### src/rtl/core/iath_pkg.sv
`default_nettype none

package iath_pkg;

   // Field widths of the two channels
   localparam int STAMP_W    = 64;
   localparam int BIN_W      = 3;
   localparam int SLOT_W     = 22;
   localparam int RESULT_W   = 32;
   localparam int REQ_DATA_W = 96;
   localparam int RSP_DATA_W = 64;

   // Decade bins: bins 0 to 4 have fixed depths, the last bin follows a parameter
   localparam int BIN_COUNT    = 6;
   localparam int FIXED_DEPTH  = 2120000;
   localparam int FIXED_QUOT_W = 20;
   localparam int BASE_W       = 22;
   localparam int LAST_DIVISOR = 10000000;
   localparam logic [BIN_W-1:0] LAST_BIN = 3'd5;

   // Slot unit: gap times a scaled reciprocal, built from four partial products
   localparam int RECIP_W = 48;
   localparam int PART_W  = 24;
   localparam int PROD_W  = 96;

   typedef enum logic [2:0] {
      STATUS_PRIMED    = 3'd0,
      STATUS_COUNTED   = 3'd1,
      STATUS_DROPPED   = 3'd2,
      STATUS_SATURATED = 3'd3,
      STATUS_READ      = 3'd4
   } status_type;

   typedef enum logic [0:0] {
      ACTION_STAMP = 1'b0,
      ACTION_READ  = 1'b1
   } action_type;

   // Start request for the slot unit
   typedef struct packed {
      logic             start;
      logic [BIN_W-1:0] bin;
   } div_req_type;

   // Reciprocal of each bin's resolution, rounded up after scaling by a power of two
   // (2^0, 2^27, 2^37, 2^47, 2^54, 2^71); exact over the gap range of the bin
   function automatic logic [RECIP_W-1:0] bin_recip(input logic [BIN_W-1:0] bin);
      logic [RECIP_W-1:0] m;
      unique case (bin)
         3'd0:    m = 48'd1;
         3'd1:    m = 48'd13421773;
         3'd2:    m = 48'd137438954;
         3'd3:    m = 48'd1407374884;
         3'd4:    m = 48'd18014398510;
         default: m = 48'd236118324143483;
      endcase
      return m;
   endfunction

   // First store entry of each bin
   function automatic logic [BASE_W-1:0] bin_base(input logic [BIN_W-1:0] bin);
      logic [BASE_W-1:0] b;
      unique case (bin)
         3'd0:    b = 22'd0;
         3'd1:    b = 22'd1000000;
         3'd2:    b = 22'd2000000;
         3'd3:    b = 22'd2100000;
         3'd4:    b = 22'd2110000;
         default: b = 22'd2120000;
      endcase
      return b;
   endfunction

   // Depth of the fixed bins; the last bin is sized by the top level
   function automatic logic [FIXED_QUOT_W-1:0] fixed_depth(input logic [BIN_W-1:0] bin);
      logic [FIXED_QUOT_W-1:0] n;
      unique case (bin)
         3'd0, 3'd1: n = 20'd1000000;
         3'd2:       n = 20'd100000;
         3'd3, 3'd4: n = 20'd10000;
         default:    n = 20'd0;
      endcase
      return n;
   endfunction

endpackage

`default_nettype wire

### src/rtl/core/iath_div.sv
`default_nettype none

module iath_div
   import iath_pkg::*;
#(
   parameter int DIVIDEND_W = 45,
   parameter int QUOT_W     = 22
) (
   input  wire                  clock,
   input  wire                  reset,
   input  div_req_type          div_req,
   input  wire [DIVIDEND_W-1:0] dividend,
   output logic                 done,
   output logic [QUOT_W-1:0]    quotient
);

   localparam logic [1:0] LAST_PHASE = 2'd3;

   logic                  busy_ff;
   logic                  done_ff;
   logic [1:0]            phase_ff;
   logic [BIN_W-1:0]      bin_ff;
   logic [RECIP_W-1:0]    num_ff;
   logic [RECIP_W-1:0]    recip_ff;
   logic [PROD_W-1:0]     acc_ff;
   logic [PART_W-1:0]     num_part_in;
   logic [PART_W-1:0]     recip_part_in;
   logic [2*PART_W-1:0]   part_prod_in;
   logic [PROD_W-1:0]     acc_in;
   logic [QUOT_W-1:0]     quot_in;

   assign done     = done_ff;
   assign quotient = quot_in;

   // One 24 x 24 partial product a cycle: low by low, low by high, high by low, high by high
   assign num_part_in   = phase_ff[1] ? num_ff[RECIP_W-1:PART_W] : num_ff[PART_W-1:0];
   assign recip_part_in = phase_ff[0] ? recip_ff[RECIP_W-1:PART_W] : recip_ff[PART_W-1:0];
   assign part_prod_in  = num_part_in * recip_part_in;

   // Add the partial product at its weight
   always_comb begin
      unique case (phase_ff)
         2'd0:       acc_in = acc_ff + {{2*PART_W{1'b0}}, part_prod_in};
         LAST_PHASE: acc_in = acc_ff + {part_prod_in, {2*PART_W{1'b0}}};
         default:    acc_in = acc_ff + {{PART_W{1'b0}}, part_prod_in, {PART_W{1'b0}}};
      endcase
   end

   // Drop the scaling of the reciprocal
   always_comb begin
      unique case (bin_ff)
         3'd0:    quot_in = acc_ff[QUOT_W-1:0];
         3'd1:    quot_in = acc_ff[27 +: QUOT_W];
         3'd2:    quot_in = acc_ff[37 +: QUOT_W];
         3'd3:    quot_in = acc_ff[47 +: QUOT_W];
         3'd4:    quot_in = acc_ff[54 +: QUOT_W];
         default: quot_in = acc_ff[71 +: QUOT_W];
      endcase
   end

   // Load on start, then accumulate the partial products while busy, and raise done after the last phase
   always_ff @(posedge clock) begin
      if (reset) begin
         busy_ff  <= 1'b0;
         done_ff  <= 1'b0;
         phase_ff <= '0;
      end else begin
         done_ff <= busy_ff && (phase_ff == LAST_PHASE);
         if (div_req.start) begin
            busy_ff  <= 1'b1;
            phase_ff <= '0;
            bin_ff   <= div_req.bin;
            num_ff   <= RECIP_W'(dividend);
            recip_ff <= bin_recip(div_req.bin);
            acc_ff   <= '0;
         end else if (busy_ff) begin
            acc_ff   <= acc_in;
            phase_ff <= phase_ff + 1'b1;
            if (phase_ff == LAST_PHASE) begin
               busy_ff <= 1'b0;
            end
         end
      end
   end

endmodule

`default_nettype wire

### config.mk
export PLATFORM = sky130hd
export DESIGN_NAME = iath_div
export DESIGN_NICKNAME = d
export VERILOG_FILES = /design/src/rtl/core/iath_pkg.sv /design/src/rtl/core/iath_div.sv
export SDC_FILE = /design/constraint.sdc
export NUM_CORES = 2
export LEC_CHECK = 0
export BUFFER_PORTS_ARGS = -buffer_cell sky130_fd_sc_hd__buf_4
export CORE_MARGIN = 3
export CORE_UTILIZATION = 65
export CTS_BUF_LIST = sky130_fd_sc_hd__clkbuf_16
export DETAILED_ROUTE_END_ITERATION = 12
export GPL_TIMING_DRIVEN = 0
export HOLD_SLACK_MARGIN = 0.02
export PLACE_DENSITY = 0.88
export SETUP_SLACK_MARGIN = 0.02
export SLEW_MARGIN = 20
export SYNTH_ARGS = -nofsm -noshare
export SYNTH_HDL_FRONTEND = slang
export SYNTH_SLANG_ARGS = --single-unit
### constraint.sdc
create_clock -name clock -period 18.9 [get_ports clock]
set_input_delay 2.835 -clock clock [delete_from_list [all_inputs] [get_ports clock]]
set_output_delay 2.835 -clock clock [all_outputs]
set_load 0.1 [all_outputs]
Word-level counts from Yosys, hierarchy flattened --
Index checks and enable logic that the tools add are counted.
Word-level totals: input port bits 51, output and inout bits 23, word-level logic and storage cells 39, register bits after elaboration 196
Cells by class: reduce and logical (&&, ||, !) cells 8, multiplexer cells 9, add/subtract/negate cells 4, multiply operators 1, eq/ne operators 9, bitwise operators 1
Operators with widths (number):
- 48-bit one-hot mux with 5 select lines | 1
- 96-bit one-hot mux with 2 select lines | 1
- 22-bit one-hot mux with 5 select lines | 1
- 96-bit by 48-bit adder with 96-bit output | 1
- 96-bit by 72-bit adder with 96-bit output | 1
- 96-bit adder | 1
- 96-bit 2-to-1 mux | 1
- 24-bit by 24-bit multiplier with 48-bit output | 1
- 24-bit 2-to-1 mux | 2
- 3-bit by 2-bit == test with 1-bit output, second input constant | 4
- 3-bit by 1-bit == test with 1-bit output, second input constant | 2
- 3-bit == test, second input constant | 2
- 3-bit zero test | 2
- 2-bit AND reduction | 2
- 1-bit 2-to-1 mux | 3
- 2-bit by 1-bit adder with 2-bit output, second input constant | 1
- 2-bit == test, second input constant | 1
- 2-bit zero test | 1
- 2-bit nonzero test | 1
- 2-bit OR reduction | 1
- 1-bit logical AND | 1
- 1-bit inverter | 1

Depth between registers and ports, before layout --
word-level depth 5, gate-level depth with buffers 42, depth with buffers taken out 40

Worst setup path after synthesis --
Ideal clock, no wire load.
path type reg-to-reg, start point register phase_ff[1], end point register acc_ff[60], data pin, buffers on the path 6, cell stages (with the launch flop) 41, period minus slack after synthesis 10040 ps, arrival time 9765 ps, slack 8860 ps, library setup time 275 ps, data required time 18625 ps, cells stage by stage dfxtp_1 -> clkbuf_1 -> buf_1 -> mux2i_1 -> clkbuf_1 -> nor2_1 -> fa_1 -> fa_1 -> inv_1 -> fa_1 -> inv_1 -> fa_1 -> fa_1 -> fa_1 -> inv_1 -> fa_1 -> inv_1 -> ha_1 -> [... 5 more ...] -> a221o_1 -> a21oi_1 -> nand2_1 -> a21o_1 -> a211oi_1 -> nor3_1 -> ha_1 -> clkbuf_1 -> nand4_1 -> nor3_1 -> nand3_1 -> o22ai_1 -> o31ai_4 -> buf_6 -> a2111oi_4 -> xor2_1 -> a221oi_1 -> a211oi_1
Between the ends: word-level cells in the longest chain between the ends 5, elaborated cells between the ends (all ways) 9, those cells by class add/sub (3); mul (1); eq/ne (1); mux (3); reduce/logical (1)
RTL lines:
- start: declaration | line iath_div.sv:21 | logic [1:0] phase_ff;
- start signal: assignment | line iath_div.sv:78 | phase_ff <= phase_ff + 1'b1;
- 24-bit 2-to-1 mux | line iath_div.sv:36 | assign num_part_in = phase_ff[1] ? num_ff[RECIP_W-1:PART_W] : num_ff[PART_W-1:0];
- 24-bit by 24-bit multiplier with 48-bit output | line iath_div.sv:38 | assign part_prod_in = num_part_in * recip_part_in;
- 96-bit by 72-bit adder with 96-bit output, or another cell as far along | line iath_div.sv:45 | default: acc_in = acc_ff + {{PART_W{1'b0}}, part_prod_in, {PART_W{1'b0}}};
- 96-bit one-hot mux with 2 select lines * | line iath_div.sv:42 | unique case (phase_ff)
- 96-bit 2-to-1 mux * | line iath_div.sv:76 | end else if (busy_ff) begin
- end signal: assignment | line iath_div.sv:77 | acc_ff <= acc_in;
- end: declaration | line iath_div.sv:25 | logic [PROD_W-1:0] acc_ff;
Mark *: on every way between the ends. The rest lies on a longest branch, timed or not. The select of a mux whose other input is x is not followed. A chain may end at the register's enable or synchronous reset.

Final worst setup path --
Ends and elaborated chain as after synthesis.

==> results.txt <==
The count of TritonRoute iterations in the first routing pass is 6, and the post-route minimum period is 14,260 ps. Max-cap violations in this run came to 0. The tools report the normalized max-slew margin as 11.70%. TritonCTS built the clock tree. The total clock buffers created by CTS is 17.

Counting flops and latches in the post-synthesis netlist gives 166. Timing would allow up to 0.07013 GHz. Setup repair after global routing left no endpoint under its margin.

The tools report the aggregate routed wire length as 137,200 µm. The overall die area came out at 58,840 µm². During I/O placement, the number of pins put on the boundary was 74. The count of nets left with antenna violations once routing finished came out at 0. The first global-routing pass estimated 204,200 µm of wire. After the first detailed-routing iteration, the DRC count stood at 4,569. In this run the critical register-to-register path is launched from phase_ff[1].

For this run, asynchronously set or reset flops after synthesis account for 0%. The longest clock path from root to sink contains 2 buffers. Measured along the y axis, the die boundary spans 242.6 µm. In the routed layout, each cell is associated on average with a via count of 6.712.

Yosys mapped a number of flops with a built-in enable equal to 162. Final hold analysis gives a worst-case slack of 671.7 ps. For the total negative setup slack, the log shows 0 ps. Ranked by instance count, the synthesized netlist is headed by inv_1, fa_1, nor2_1. The startpoint identified for the worst hold timing path is acc_ff[22].

The floorplan step set the die width to 242.6 µm. The initial antenna violation count was 2. The flow ran to the end, and the final reports show no timing, DRC or antenna violations. Counting every instance in the synthesized netlist gives 4,182. With fillers left out, the area of the finished cells amounts to 38,770 µm². The clock tree synthesis step divided the H-tree into 4 levels. The count of input and output buffers was 73; the count of endpoints failing setup in the final report was 0. After synthesis, flip-flops and latches occupy 13.59% of the total area. The critical path startpoint category is a flip-flop. In the final design database the tool counted 5,138 nets. After floorplanning, the core was sized to cover 55,200 µm². In the post-synthesis netlist, the cell with the most instances is inv_1.

The number of global-route vias before repair came out at 33,306. The via count came out at 33,896. Entering global routing, the biggest net connects 29 pins.

The portion of the clock cycle consumed by the worst path in the final layout is 75.44%, and the effective utilization at floorplan is 65.91%. The cell area that synthesis handed to floorplanning was 36,380 µm². Cell with the largest stage delay on the worst path: xor2_1. Synthesis instantiated 100 different standard cells from the library. Counting cells, the worst reg-to-reg path comes to 37. Cell taking the most area after synthesis: fa_1.

The later pin in the worst-skew pair is clocked with a latency of 510 ps. The clock net in this run drives a total of 166 sinks. The cell repeated most along the worst path was fa_1. Registers take 4945 µm².

The run gives 0 as the post-route DRC violation count. Summing all multi-input logic gate instances after layout gives 28,310 µm². By area the synthesized netlist is led by fa_1, edfxtp_1, ha_1.

The tools report the count of filler cells inserted in the layout as 4,402. In this run, post-CTS hold repair placed 0 buffers. The area growth from synthesis to layout is 6.583%.

Hold violation count in the final report: 0. The routed wire length per instance works out to 27.17 µm. The slew at the pin with the worst max-slew slack was 1315 ps. In this run the worst hold path is classified as flip-flop to flip-flop.

The tools report the global-route total usage across every layer as 46.52%. For the number of gates given a new drive strength after cts, the log shows 0. The worst hold path passes through 2 cells. The overall overflow remaining after global route was 0; the average cell area after synthesis was 8.699 µm². Of the post-synthesis cell area, the dominant cell type holds 26.69%. Cells with a size suffix above 1 make up 6.423% of the layout. The worst setup path is of the flip-flop to flip-flop kind. Summed over all nets, the half-perimeter wirelength after detailed placement is 112,600 µm.

Between clock sinks in the finished design, the worst skew comes to 26.44 ps. The path with the worst hold slack has its endpoint at acc_ff[22]. The kind of capture point of the worst setup path was a flip-flop. In this run the worst path has a maximum fanout of 10.

On the worst path, the slowest cell contributes a delay of 900 ps. The number of standard-cell rows in the floorplan was 86; the number of pins with negative max-slew slack in the final report was 0. The placed cell area is 38,170 µm², and the net count of the mapped netlist is 5,036. Yosys printed 0 warnings. Once the clock tree was built, the setup fixing pass inserted 0 buffers. The most used flip-flop cell after synthesis is edfxtp_1.

The clock-pin slew reported for the worst setup and hold paths after clock tree synthesis is 90 ps. The worst register-to-register path ends at acc_ff[60]. At the end of the flow the core is filled with cells to 70.24%.

Arrival time at the worst endpoint: 14,490 ps. At the end of routability-driven placement, the weighted congestion stood at 1.127. CTS placed an instance of clkbuf_16 at the clock tree root.

The required arrival time at the worst endpoint is 19,130 ps. In this run the register-to-register setup slack is 4640 ps.
## registers in the layout, summed over array words and instances (netlist names)
name      cells
phase_ff      2
acc_ff       93
num_ff       45
busy_ff       1
recip_ff     21
done          1
bin_ff        3
## worst max path at each step
stage,start,slack [ps],to,cells past startpoint
final,phase_ff[1],4640,acc_ff[60],37
after global routing,phase_ff[1],4140,acc_ff[60],37
after CTS,phase_ff[1],4900,acc_ff[59],36
after detailed placement,phase_ff[1],4950,acc_ff[59],36
after global placement,phase_ff[1],4520,acc_ff[92],33
after floorplan,phase_ff[1],8860,acc_ff[60],40
## routing by layer
metal  vias to the layer above  part of all wire (%)  global-route usage [%]
met5                         -                 0.050                  0.5719
met4                         6                   9.4                   33.04
met3                       689                    14                   13.94
met2                      2764                    43                   70.71
met1                     16088                    34                   56.76
li1                      14349                     -                       -
## cells by family after synthesis
family / share of synthesized area (%)
mux: 3.364
buf+inv: 8.973
flops: 13.59
xor+xnor: 5.045
compound gates: 17.07
simple gates: 14.33
fa+ha+maj: 37.63
## worst max-delay path: cells and delay by family, from the launching register on
kind,cells,cell delay [ps]
xor gates and xnor gates,2,1060
adders and majority gates,9,4470
AOI/OAI and AO/OA,11,3330
DFF,1,470
muxes,1,710
and+or+nand+nor,6,1220
buffers and inverters,8,2680
## cell type report
type / instances / area share [%]
Multi-Input combinational cell: 3186 / 73.00
Sequential cell: 166 / 12.75
Inverter: 634 / 6.137
Tap cell: 748 / 2.414
Buffer: 196 / 2.281
Timing Repair Buffer: 83 / 1.933
Clock buffer: 17 / 1.097
Clock inverter: 15 / 0.3485
Antenna cell: 5 / 0.03227
## metrics by stage
| stage | cells | setup WS (ps) |
|---|---|---|
| floorplan | 4182 | 8860 |
| global placement | 5003 | 4517 |
| detailed placement | 5013 | 4949 |
| CTS | 5045 | 4896 |
| global route | 5045 | 4138 |
| finish | 5050 | 4642 |
## placed cells by master, fill, tap and decap left out, drive strengths merged, types with 18 or more instances in the layout
master  count
inv       641
ha        318
nand3      61
fa        485
mux2i      48
and3       40
o211ai     29
a21o      117
a221oi     49
nand4      38
a21oi     266
buf       119
o21ai     128
nand2     365
nand2b     31
a31oi      30
clkbuf    175
edfxtp    162
a211oi     72
o21a       21
nor3       45
mux4       18
nor2      448
xor2       89
o21bai     36
mux2       30
xnor2     118
a22oi      33
and2       47
nor2b      26
Power is not shown: default switching activity piles up to over one toggle a cycle in this logic, so the estimate is an artifact.
